File: src/vertex_transform_4x4_unit_macros.svh
// ----------------------------------------------------------------------------
// Vertex transform assertion macros
// Shared property forms for the vertex transform unit.
// ----------------------------------------------------------------------------
`ifndef VERTEX_TRANSFORM_4X4_UNIT_MACROS_SVH
`define VERTEX_TRANSFORM_4X4_UNIT_MACROS_SVH

// same-cycle implication
`define VTX_ASSERT_SAME(lbl, clk, rst, ante, cons, msg) \
   lbl: assert property (@(posedge clk) disable iff (rst) (ante) |-> (cons)) else $error(msg);

// next-cycle implication
`define VTX_ASSERT_NEXT(lbl, clk, rst, ante, cons, msg) \
   lbl: assert property (@(posedge clk) disable iff (rst) (ante) |=> (cons)) else $error(msg);

`endif

File: src/vtx_pkg.sv
// ----------------------------------------------------------------------------
// Vertex transform package
// Widths, request codes and data types shared by the vertex transform unit.
// ----------------------------------------------------------------------------
package vtx_pkg;

   localparam int WORD_BITS = 32;
   localparam int FRAC_BITS = 16;
   localparam int DIM       = 4;
   localparam int ELEMS     = DIM * DIM;
   localparam int IDX_BITS  = $clog2(ELEMS);
   localparam int PAIRS     = DIM / 2;
   localparam int PROD_BITS = 2 * WORD_BITS;
   localparam int PAIR_BITS = PROD_BITS + 1;
   localparam int SUM_BITS  = PROD_BITS + 2;

   localparam logic REQ_LOAD      = 1'b0;
   localparam logic REQ_TRANSFORM = 1'b1;

   typedef logic signed [WORD_BITS-1:0] word_type;
   typedef logic signed [PROD_BITS-1:0] prod_type;
   typedef logic signed [PAIR_BITS-1:0] pair_type;
   typedef logic signed [SUM_BITS-1:0]  sum_type;

   typedef word_type [ELEMS-1:0] matrix_type;
   typedef word_type [DIM-1:0]   vec_type;
   typedef sum_type  [DIM-1:0]   sums_type;

   localparam word_type WORD_MAX = {1'b0, {(WORD_BITS-1){1'b1}}};
   localparam word_type WORD_MIN = {1'b1, {(WORD_BITS-1){1'b0}}};

endpackage

File: src/vtx_matrix.sv
// ----------------------------------------------------------------------------
// Vertex transform matrix store
// Sixteen column-major matrix elements, written one at a time by load requests.
// ----------------------------------------------------------------------------
module vtx_matrix
   import vtx_pkg::*;
(
   input  logic                clock,
   input  logic                reset,
   input  logic                wr_en,
   input  logic [IDX_BITS-1:0] wr_index,
   input  word_type            wr_value,
   output matrix_type          matrix
);

   matrix_type store_ff;

   always_ff @(posedge clock) begin
      if (reset) begin
         store_ff <= '0;
      end else if (wr_en) begin
         store_ff[wr_index] <= wr_value;
      end
   end

   assign matrix = store_ff;

endmodule

File: config.mk
export PLATFORM = sky130hd
export DESIGN_NAME = vtx_matrix
export DESIGN_NICKNAME = d
export VERILOG_FILES = /design/src/vertex_transform_4x4_unit_macros.svh /design/src/vtx_pkg.sv /design/src/vtx_matrix.sv
export SDC_FILE = /design/constraint.sdc
export NUM_CORES = 1
export LEC_CHECK = 0
export BUFFER_PORTS_ARGS = -buffer_cell sky130_fd_sc_hd__buf_2
export CAP_MARGIN = 20
export CORE_MARGIN = 2
export CORE_UTILIZATION = 45
export CTS_CLUSTER_DIAMETER = 100
export DETAILED_ROUTE_END_ITERATION = 16
export MAX_ROUTING_LAYER = met4
export PLACE_DENSITY = 0.78
export SYNTH_ARGS = -nofsm -noshare
export SYNTH_HDL_FRONTEND = slang
export SYNTH_SLANG_ARGS = --single-unit
File: constraint.sdc
create_clock -name clock -period 2.4 [get_ports clock]
set_clock_uncertainty 0.1 [all_clocks]
set_input_delay 0.36 -clock clock [delete_from_list [all_inputs] [get_ports clock]]
set_output_delay 0.36 -clock clock [all_outputs]
set_load 0.02 [all_outputs]
* Word-level counts from Yosys, hierarchy flattened
Cells that the tools add are included.
** Word-level totals
- Flip-flop bits (word level) :: 512
- Latch bits :: 0
- RAM bits :: 0
- Bits in read-only memories :: 0
- Input bits :: 39
- Output and inout port bits :: 512
- Logic and storage cells :: 22
- Memories :: 0
** Operators by class
- Add/sub/neg operators :: 0
- Multipliers :: 0
- Div/mod/pow operators :: 0
- Order comparisons :: 2
- Equality and inequality tests :: 0
- Shifts and indexed selects :: 0
- Mux-type cells :: 3
- Bitwise operators :: 0
- Reductions and logical operators :: 1
** Operators with widths (number)
- 512-bit bitwise mux :: 1
- 32-bit demux with 4-bit select :: 1
- 32-bit two-way mux :: 1
- 4-bit by 5-bit < comparator with 1-bit output, second input constant :: 1
- 4-bit by 1-bit greater-or-equal comparator with 1-bit output, second input constant :: 1
- 1-bit logical AND :: 1

* Logic depth before layout (Yosys ltp)
- Word-level depth :: 5
- Mapped depth :: 6
- Gate-level depth less buffers :: 3

* Worst setup path after synthesis
Ideal clock, no wire load.
- Path kind :: input -> register
- Start point :: input port wr_index[0]
- End point :: register store_ff (netlist bit matrix[33])
- Setup time :: 0.072 ns
- Arrival :: 1.320 ns
- Required time :: 2.228 ns
- Setup slack :: 0.908 ns
- Stages on the path :: 6
- Path buffers :: 3
- Cell sequence :: buf_4 nor2b_1 buf_2 nand2_2 buf_2 mux2i_1
** Between the ends
- Cells in the longest elaborated chain, start to end :: 5
- Elaborated cells between the ends (all ways) :: 6
- Those cells by class :: 2 x order compare; 3 x mux; 1 x reduce/logical
** Ends and longest elaborated chain
- start, declared :: RTL line vtx_matrix.sv:11 : input logic [IDX_BITS-1:0] wr_index,
- 4-bit by 5-bit < comparator with 1-bit output (not written as such) / 4-bit by 1-bit greater-or-equal comparator with 1-bit output (equally long branches) :: RTL line vtx_matrix.sv:22 : store_ff[wr_index] <= wr_value;
- 1-bit logical AND (not written as such) :: RTL line vtx_matrix.sv:22
- 32-bit two-way mux (not written as such) :: RTL line vtx_matrix.sv:22
- 32-bit demux with 4-bit select * :: RTL line vtx_matrix.sv:22
- 512-bit bitwise mux * :: RTL line vtx_matrix.sv:22
- end signal, assigned by index :: RTL line vtx_matrix.sv:22
- end, declared :: RTL line vtx_matrix.sv:16 : matrix_type store_ff;
Every way passes the cells marked *; elsewhere a longest branch is shown, timed or not.
A chain may end at the register's enable or synchronous reset.

* Worst setup path after layout
- Start point :: register store_ff (netlist bit matrix[62])
- End point :: output port matrix[62] (netlist name)
** RTL lines
- end, declared :: RTL line vtx_matrix.sv:13 : output matrix_type matrix
No word-level cell between the ends.

==> impl_metrics.env <==
export IMPL_crit_buf_inv=1
export IMPL_grt_pass1_vias=14860
export IMPL_gp_congestion=0.802
export IMPL_crit_chain="buf_2"
export IMPL_syn_nets=1811
export IMPL_critPathTopFamily="flip-flops"
export IMPL_area_delta_synth_final_pct=25.0
export IMPL_synth_edff_count=0
export IMPL_grt_pass1_wl_um=91000
export IMPL_post_route_cell_area_sq_um=24800
export IMPL_numCtsBuffers=51
export IMPL_synth_area_leaders="dfxtp_1, mux2i_1, nand2b_1, clkbuf_1, buf_4"
export IMPL_seq_area_frac_synth_pct=51.6
export IMPL_drv_slew=0
export IMPL_finalHoldViolCount=0
export IMPL_cts_buffer_depth=3
export IMPL_p_leak_nw=13.9
export IMPL_ys_types=16
export IMPL_yosysTopAreaCellShare_pct=51.6
export IMPL_setup_violations=0
export IMPL_rows=76
export IMPL_cp_data_required_time_ns=1.94
export IMPL_p_per_area_nw_per_um2=715
export IMPL_fmax_mhz=624
export IMPL_detail_route_iter0_violations=927
export IMPL_synth_area_sq_um=19900
export IMPL_max_stage_delay_ns=0.37
export IMPL_power_total_mw=17.8
export IMPL_async_flop_share_pct=0
export IMPL_die_height_um=214
export IMPL_drtAntennaViolNets=0
export IMPL_core_area_sq_um=43400
export IMPL_ir_drop_mv=0.446
export IMPL_hold_buffers=3
export IMPL_status="complete, no violations"
export IMPL_die_area_sq_um=45800
export IMPL_cpMaxStageDelayCell="dfxtp_1"
export IMPL_dpl_hpwl_um=41400
export IMPL_synth_most_common_cell="nand2b_1"
export IMPL_yosys_register_bits=512
export IMPL_cts_resized=0
export IMPL_htreeDepth=2
export IMPL_drt_wl_total_um=60700
export IMPL_rsz0062_at_grt="no"
export IMPL_start_util_pct=45.8
export IMPL_overflow=0
export IMPL_post_route_min_period_ns=1.60
export IMPL_path_clk_slew_ns=0.06
export IMPL_slew_headroom_pct=52.5
export IMPL_dieWidth_um=214
export IMPL_grtUsageTotal_pct=26.5
export IMPL_final_nets=2309
export IMPL_drcViolationCount=0
export IMPL_synth_top_area_cell="dfxtp_1"
export IMPL_final_min_period_over_clock_period_pct=66.8
export IMPL_crit_path_end_kind="output port"
export IMPL_portBuffers=550
export IMPL_final_cells=2898
export IMPL_cts_root_buf="clkbuf_16"
export IMPL_synth_ff_type="dfxtp_1"
export IMPL_worstPathArrival_ns=1.14
export IMPL_fin_tns_setup_ns=0
export IMPL_grt_start_max_net_pins=156
export IMPL_io_pins=551
export IMPL_cts_sinks=512
export IMPL_clk_latency_ns=0.58
export IMPL_synth_area_per_cell_sq_um=11.2
export IMPL_tritoncts="yes"
export IMPL_ys_top_cells_by_count="nand2b_1, dfxtp_1, mux2i_1, clkbuf_1, buf_2"
export IMPL_placed_cell_area_sq_um=23100
export IMPL_worst_slew_pin_slew_ns=0.712
export IMPL_routedWlPerCell_um=21.0
export IMPL_drive_gt1_share_pct=31.0
export IMPL_dp_cells=2799
export IMPL_num_vias=14457
export IMPL_yosys_warnings=0
export IMPL_critPathMaxFanout=2
export IMPL_first_pass_iters=5
export IMPL_viasPerCell=4.99
export IMPL_fill_cells=3687
export IMPL_timing_setup_critical_path_class="reg2out"
export IMPL_cap_violations=0
export IMPL_postCtsSetupBuffers=0
export IMPL_hp_class="in2reg"
export IMPL_largest_reg_flops=512
export IMPL_cp_start_kind="flip-flop"
export IMPL_antenna_found_initial=6
export IMPL_syn_inst=1772
export IMPL_timing_hold_ws_ns=0.0400
## report_power, final
part	switching, mW	internal (mW)	total [mW]
clock network	3.34	4.63	7.97
logic	0.691	0.434	1.12
registers	0.0590	8.61	8.67
## worst min-delay path, delay by kind of cell
kind	cells	cell delay (ns)
buf+inv	1	0.08
mux	1	0.13
simple gates	1	0.10
## worst paths after layout
path              slack [ns]  cells after the start                startpoint                        to
hold / removal          0.04                      3              wr_value[28]  matrix[412]$_SDFFE_PP0P_
hold reg to reg         0.37                      2   matrix[53]$_SDFFE_PP0P_   matrix[53]$_SDFFE_PP0P_
setup reg to reg        1.63                      2  matrix[417]$_SDFFE_PP0P_  matrix[417]$_SDFFE_PP0P_
setup / recovery        0.80                      1   matrix[62]$_SDFFE_PP0P_                matrix[62]
## per-stage QoR
step	util [%]	setup slack, ns
finish	57.3	0.797
global route	57.3	0.761
CTS	57.3	0.760
detailed placement	53.4	0.407
global placement	53.4	0.481
floorplan	-	0.908
## kinds of logic after synthesis
logic type | after synthesis | synth area share [%]
AND/OR/NAND/NOR | 569 | 18.1
buffers and inverters | 179 | 4.55
multiplexers | 512 | 25.8
flip-flops | 512 | 51.6
## cell usage in the layout, fill, tap and decap left out
cell	count
buf_2	549
nand2b_1	544
mux2i_1	512
dfxtp_1	512
buf_4	60
clkbuf_16	52
clkbuf_1	16
nand2_2	12
buf_12	11
clkbuf_8	10
clkinv_2	6
diode_2	4
nand3_2	4
bufinv_16	3
dlygate4sd3_1	3
nor2b_1	2
and3b_1	2
clkinvlp_4	2
nor2_2	1
nor3b_4	1
and2_2	1
and2_1	1
and3_1	1
clkinv_8	1
inv_6	1
inv_8	1
buf_8	1
## cell type report
type                    instances  area [sq um]  area share, %
multi-input cells            1081          8720           35.1
clock buffers                  78          1500           6.03
clock inverters                14           171          0.690
repair buffers                624          3460           13.9
flip-flops and latches        512         10200           41.3
well taps                     585           732           2.95
diodes                          4          10.0         0.0403
## routing by layer
layer  global-route usage, %  part of all wire [%]  routed length, um  vias up
li1                        -                     -                  -     6755
met3                    6.50                   7.3               4430      116
met1                    32.3                    42              25800     7060
met4                    10.4                   3.4               2060        0
met2                    42.3                    47              28500      526
met5                       -                     0                  0        -
(Power assumes the default switching activity.)
