`config.mk`:
```
export PLATFORM = sky130hd
export DESIGN_NAME = vtx_sat
export DESIGN_NICKNAME = d
export VERILOG_FILES = /design/src/vertex_transform_4x4_unit_macros.svh /design/src/vtx_pkg.sv /design/src/vtx_sat.sv
export SDC_FILE = /design/constraint.sdc
export NUM_CORES = 1
export LEC_CHECK = 0
export ABC_AREA = 1
export BUFFER_PORTS_ARGS = -buffer_cell sky130_fd_sc_hd__buf_4
export CAP_MARGIN = 20
export CORE_AREA = 3 3 156 158
export DETAILED_ROUTE_END_ITERATION = 8
export DIE_AREA = 0 0 159 161
export PLACE_DENSITY_LB_ADDON = 0.25
export SLEW_MARGIN = 25
export SYNTH_ARGS = -nofsm -noshare
export SYNTH_HDL_FRONTEND = slang
export SYNTH_SLANG_ARGS = --single-unit
```
`constraint.sdc`:
```
create_clock -name clock -period 21.6 [get_ports clock]
set_clock_uncertainty 0.15 [all_clocks]
set_input_delay 2.16 -clock clock [delete_from_list [all_inputs] [get_ports clock]]
set_output_delay 2.16 -clock clock [all_outputs]
set_load 0.1 [all_outputs]
```
`src/vertex_transform_4x4_unit_macros.svh`:
```
// ----------------------------------------------------------------------------
// Vertex transform assertion macros
// Shared property forms for the vertex transform unit.
// ----------------------------------------------------------------------------
`ifndef VERTEX_TRANSFORM_4X4_UNIT_MACROS_SVH
`define VERTEX_TRANSFORM_4X4_UNIT_MACROS_SVH

// same-cycle implication
`define VTX_ASSERT_SAME(lbl, clk, rst, ante, cons, msg) \
   lbl: assert property (@(posedge clk) disable iff (rst) (ante) |-> (cons)) else $error(msg);

// next-cycle implication
`define VTX_ASSERT_NEXT(lbl, clk, rst, ante, cons, msg) \
   lbl: assert property (@(posedge clk) disable iff (rst) (ante) |=> (cons)) else $error(msg);

`endif

```
`src/vtx_pkg.sv`:
```
// ----------------------------------------------------------------------------
// Vertex transform package
// Widths, request codes and data types shared by the vertex transform unit.
// ----------------------------------------------------------------------------
package vtx_pkg;

   localparam int WORD_BITS = 32;
   localparam int FRAC_BITS = 16;
   localparam int DIM       = 4;
   localparam int ELEMS     = DIM * DIM;
   localparam int IDX_BITS  = $clog2(ELEMS);
   localparam int PAIRS     = DIM / 2;
   localparam int PROD_BITS = 2 * WORD_BITS;
   localparam int PAIR_BITS = PROD_BITS + 1;
   localparam int SUM_BITS  = PROD_BITS + 2;

   localparam logic REQ_LOAD      = 1'b0;
   localparam logic REQ_TRANSFORM = 1'b1;

   typedef logic signed [WORD_BITS-1:0] word_type;
   typedef logic signed [PROD_BITS-1:0] prod_type;
   typedef logic signed [PAIR_BITS-1:0] pair_type;
   typedef logic signed [SUM_BITS-1:0]  sum_type;

   typedef word_type [ELEMS-1:0] matrix_type;
   typedef word_type [DIM-1:0]   vec_type;
   typedef sum_type  [DIM-1:0]   sums_type;

   localparam word_type WORD_MAX = {1'b0, {(WORD_BITS-1){1'b1}}};
   localparam word_type WORD_MIN = {1'b1, {(WORD_BITS-1){1'b0}}};

endpackage

```
`src/vtx_sat.sv`:
```
// ----------------------------------------------------------------------------
// Vertex transform output stage
// Shift each row sum down by the fraction width, saturate and register.
// ----------------------------------------------------------------------------
module vtx_sat
   import vtx_pkg::*;
(
   input  logic     clock,
   input  logic     reset,
   input  logic     in_valid,
   output logic     in_ready,
   input  sums_type sums,
   output logic     out_valid,
   input  logic     out_ready,
   output vec_type  result,
   output logic     saturated
);

   localparam int TOP = FRAC_BITS + WORD_BITS - 1;

   logic    valid_ff;
   vec_type result_ff, result_in;
   logic    sat_ff, sat_in;
   logic [DIM-1:0] clip;

   always_comb begin
      for (int r = 0; r < DIM; r++) begin
         clip[r] = (sums[r][SUM_BITS-1:TOP] != '0) && (sums[r][SUM_BITS-1:TOP] != '1);
         if (!clip[r]) begin
            result_in[r] = sums[r][TOP:FRAC_BITS];
         end else if (sums[r][SUM_BITS-1]) begin
            result_in[r] = WORD_MIN;
         end else begin
            result_in[r] = WORD_MAX;
         end
      end
      sat_in = |clip;
   end

   assign in_ready = !valid_ff || out_ready;

   always_ff @(posedge clock) begin
      if (reset) begin
         valid_ff <= 1'b0;
      end else if (in_ready) begin
         valid_ff <= in_valid;
      end
   end

   always_ff @(posedge clock) begin
      if (in_ready && in_valid) begin
         result_ff <= result_in;
         sat_ff    <= sat_in;
      end
   end

   assign out_valid = valid_ff;
   assign result    = result_ff;
   assign saturated = sat_ff;

endmodule
```
* Yosys cells after proc, flatten, opt, wreduce, memory -nomap -nowiden
Index checks and enable logic that the tools add are counted.
Cells by class: $add $sub $neg 0, multiply operators 0, div/mod/pow operators 0, order comparisons 0, equal/unequal tests 4, shift-type cells 0, mux-type cells 8, bitwise logic cells 0, reductions and logical operators 12
Operator list (count):
- $mux W32 | 8
- $ne A19 B19 Y1 const B | 4
- $reduce_bool A19 Y1 | 4
- $logic_and A1 B1 Y1 | 5
- $reduce_or A4 Y1 | 1
- $logic_not A1 Y1 | 1
- $logic_or A1 B1 Y1 | 1
Storage, ports and cells: register bits after elaboration 130, bits in latches 0, memory bits (writable) 0, memory bits (read-only) 0, input port bits 268, output and inout port bits 131, logic and storage cells 30, memories 0

* Depth between registers and ports, before layout
depth after elaboration 3, depth in mapped cells 9, depth with buffers taken out 9

* Worst setup path before layout
No wires, ideal clock.
kind input-to-reg, start point in in_valid, end point reg result_ff (netlist bit result[0]), enable pin, setup time 0.658 ns, arrival 8.413 ns, data required time 20.792 ns, setup slack 12.379 ns, stages 2, buffers on the path 0, cell sequence inv_1 a21oi_1
Between the ends: cells in the longest elaborated chain, start to end 1
RTL lines:
- start, declared | RTL line vtx_sat.sv:10 | input logic in_valid,
- $logic_and A1 B1 Y1 | RTL line vtx_sat.sv:51 | if (in_ready && in_valid) begin
- end signal, assigned | RTL line vtx_sat.sv:52 | result_ff <= result_in;
- end, declared | RTL line vtx_sat.sv:22 | vec_type result_ff, result_in;
Every way passes these cells. A chain may end at the register's enable or synchronous reset.

* Worst setup path after layout
start point in out_ready, end point out in_ready
Between the ends: cells in the longest elaborated chain, start to end 1
RTL lines:
- start, declared | RTL line vtx_sat.sv:14 | input logic out_ready,
- $logic_or A1 B1 Y1 | RTL line vtx_sat.sv:40 | assign in_ready = !valid_ff || out_ready;
- end, declared | RTL line vtx_sat.sv:11 | output logic in_ready,
Every way passes these cells.

==> results.rst <==
.. list-table::
   :header-rows: 1

   * - Metric
     - Value
   * - Post-route ant nets
     - 0
   * - Total number of clock tree sinks
     - 130
   * - Post-route total power
     - 0.7798 mW
   * - Ordered list of cells on the worst path
     - buf_4 -> inv_1 -> nand2_1 -> buf_4
   * - Post-CTS sizing
     - 0
   * - Cell Pwr Density
     - 86.29 nW/um2
   * - DRC violations left
     - 0
   * - I/O pin count
     - 399
   * - Vias in the first global route
     - between 4000 and 5000
   * - Final worst path period share
     - 0.2308
   * - Cell types with the highest counts after synthesis
     - sky130_fd_sc_hd__nand2_1 (292), sky130_fd_sc_hd__edfxtp_1 (129), sky130_fd_sc_hd__nor2_1 (54), sky130_fd_sc_hd__buf_6 (24)
   * - Sum of negative setup slack
     - 0 ns
   * - Maxcap violations
     - 0
   * - Gp weighted congestion
     - between 0.7 and 0.8
   * - Setup slack of the critical path after layout
     - about 17 ns
   * - Leakage power figure
     - just under 4 nW
   * - Net count after synthesis
     - slightly above 800
   * - Post-Route Hold Slack
     - ~0.39 ns
   * - Status
     - completed
   * - Die extent in x
     - about 160 um
   * - Chip height
     - between 150 and 200 um
   * - FF+latch area
     - between 3000 and 4000 um2
   * - Most instantiated library cell after synthesis
     - sky130_fd_sc_hd__nand2_1
   * - Instance area at placement
     - approximately 8400 um2
   * - EDFF count, synth
     - around 130
   * - Synthesized flop and latch total
     - 130
   * - Row count
     - between 50 and 60
   * - Count of non-filler cells in the finished layout
     - 1208
   * - WP data arrival
     - 2.67 ns
   * - Share of synthesized area occupied by flip-flops and latches
     - 0.6740
   * - Count of final hold-check violations
     - 0
   * - Count of buffers inserted at the top-level ports
     - 334
   * - Post-Syn Area
     - between 5000 and 6000 um2
   * - Clock H-tree levels
     - 4
   * - Effective utilization at floorplan
     - 0.2483
   * - Number of buffers added by the clock tree synthesis step
     - 17
   * - Maximum achievable frequency
     - ~0.20 GHz
   * - Clock root buffer
     - sky130_fd_sc_hd__clkbuf_16
   * - Count of vias placed by the detailed router
     - roughly 4900
   * - Number of placed instances, taps included
     - 1175
   * - Area leader, netlist
     - sky130_fd_sc_hd__edfxtp_1
   * - Clock tree from TritonCTS
     - built
   * - Source-to-sink clock delay at the later pin of the worst-skew pair
     - approximately 0.40 ns
   * - Leading register cell type out of synthesis
     - sky130_fd_sc_hd__edfxtp_1
   * - Final #Nets
     - 1143
   * - Kind of launch point of the worst setup path
     - primary input
   * - Element type at the critical path end
     - primary output
   * - Fraction of layout instances using a drive strength above 1
     - 0.4268
   * - Count of different cell masters after synthesis
     - 17
   * - Final critical-path required period
     - approximately 5 ns
   * - Wire length per cell after detailed routing
     - 14.31 um
   * - Global-route congestion overflow total
     - 0
   * - Critical-path maximum fanout
     - 2
   * - Number of pins exceeding their max-slew limit in the final report
     - 0
   * - Detailed placer's ending HPWL
     - between 10 and 15 mm
   * - Post-detailed-routing wire length
     - roughly 17 mm
   * - Pin count of the biggest net entering global routing
     - 66
   * - Longest Clk Path Bufs
     - 2
   * - VDD IR max
     - between 0.04 and 0.05 mV
   * - Quantity of hold-fixing buffers added after cts
     - 0
   * - Post-layout instance area
     - 9037 um2
   * - Dominant cells by area after synthesis
     - sky130_fd_sc_hd__edfxtp_1 (67%), sky130_fd_sc_hd__nand2_1 (19%), sky130_fd_sc_hd__buf_6 (4.7%)
   * - Cell with the largest stage delay on the worst path
     - sky130_fd_sc_hd__buf_4
   * - Placement-stage worst setup slack
     - roughly 17 ns
   * - Core footprint
     - between 20000 and 25000 um2
   * - Area of the die
     - 25600 um2
   * - Proportion of synthesized flip-flops having asynchronous set or reset
     - 0
   * - Critical path data required time
     - roughly 19 ns
   * - Filler Cells Inserted
     - approximately 2400
   * - RSZ-0062 raised after global routing
     - false
   * - Top cell type's share of synthesized area
     - 0.6706
   * - Synthesized area divided by synthesized cell count
     - roughly 11 um2
   * - Most numerous cell on the critical path
     - sky130_fd_sc_hd__buf_4
   * - Pre-antenna DRT Iters
     - 4
   * - Overall fraction of global-route tracks in use
     - 0.1300
   * - Final core utilization
     - 0.3885
   * - Clock Pin Slew Worst Setup and Hold Paths
     - around 0.06 ns
   * - Number of buffers added for setup after CTS
     - 0
   * - Highest cell delay on the worst timing path
     - 0.24 ns
   * - Synthesis warning total
     - 0
   * - Worst hold path type
     - flip-flop to flip-flop
   * - Synthesis-to-finish area growth
     - 56.44%
   * - Antenna violations before repair
     - 1
   * - Worst setup path class
     - primary input to primary output
   * - Post-detailed-route via-to-cell ratio
     - 4.055
   * - Initial drt markers
     - between 150 and 200
   * - Headroom to the max-slew limit
     - 0.4139
   * - Total area of multi-input combinational cells
     - around 1600 um2
   * - Number of cells produced by synthesis
     - about 550
   * - Final setup violation count
     - 0
   * - First-pass GRT wire length
     - roughly 26 mm
   * - Actual transition at the worst max-transition pin
     - between 0.8 and 0.9 ns
==> metal layers <==
metal / vias up / wire (um) / GRT usage
li1: 2443 / - / -
met1: 2224 / 6731 / 0.1461
met2: 203 / 8536 / 0.2176
met3: 28 / 1448 / 0.05078
met4: 0 / 565 / 0.06208
met5: - / 0 / 0
==> final timing paths <==
kind | end | cells after the start | startpoint | slack (ns)
worst min register to register | out_valid | 2 | out_valid | 0.39
worst max-delay path | in_ready | 4 | out_ready | 16.62
worst max register to register | result[113] | 3 | out_valid | 19.00
worst min-delay path | out_valid | 2 | out_valid | 0.39
==> placed cells by master, fill, tap and decap left out, types with 3 or more instances in the layout <==
master	count
sky130_fd_sc_hd__inv_1	8
sky130_fd_sc_hd__clkbuf_16	17
sky130_fd_sc_hd__or2_1	8
sky130_fd_sc_hd__nor2_1	54
sky130_fd_sc_hd__bufinv_16	4
sky130_fd_sc_hd__nand3_1	5
sky130_fd_sc_hd__nand3_2	3
sky130_fd_sc_hd__nand2_1	292
sky130_fd_sc_hd__edfxtp_1	129
sky130_fd_sc_hd__nand3b_2	4
sky130_fd_sc_hd__buf_4	336
sky130_fd_sc_hd__clkinv_4	3
sky130_fd_sc_hd__nand2_4	3
sky130_fd_sc_hd__nand4_1	8
==> power by group <==
group          internal (mW)  leakage, nW  switching, mW
logic                 0.0453         2.42          0.130
registers              0.295         1.25        0.00392
clock network          0.193        0.295          0.112
total                  0.533         3.97          0.246
==> cell families (layout without fill, tap and decap cells) <==
group / count (synthesis) / in the layout / share of synthesized area
and+or+nand+nor: 380 / 380 / 0.2686
DFF: 130 / 130 / 0.6740
buffers and inverters: 36 / 376 / 0.05566
AOI/OAI and AO/OA: 2 / 2 / 0.001733
other: 0 / 1 / 0
==> sequential cells by signal, summed over array words and instances (netlist names) <==
name,cells
saturated,1
out_valid,1
result,128
==> worst max-delay path, delay by kind of cell <==
kind	cells	cell delay, ns
AND/OR/NAND/NOR	1	0.08
buffers and inverters	3	0.43
==> layout make-up <==
cell class	count	area share
antenna	1	0.0002769
tap	319	0.04416
sequential	130	0.4308
multi-input combinational	382	0.1740
clock buffer	18	0.04749
timing repair buffer	336	0.2791
inverter	8	0.003323
clock inverter	14	0.02077
No activity file was read; power rests on OpenSTA's default activity.
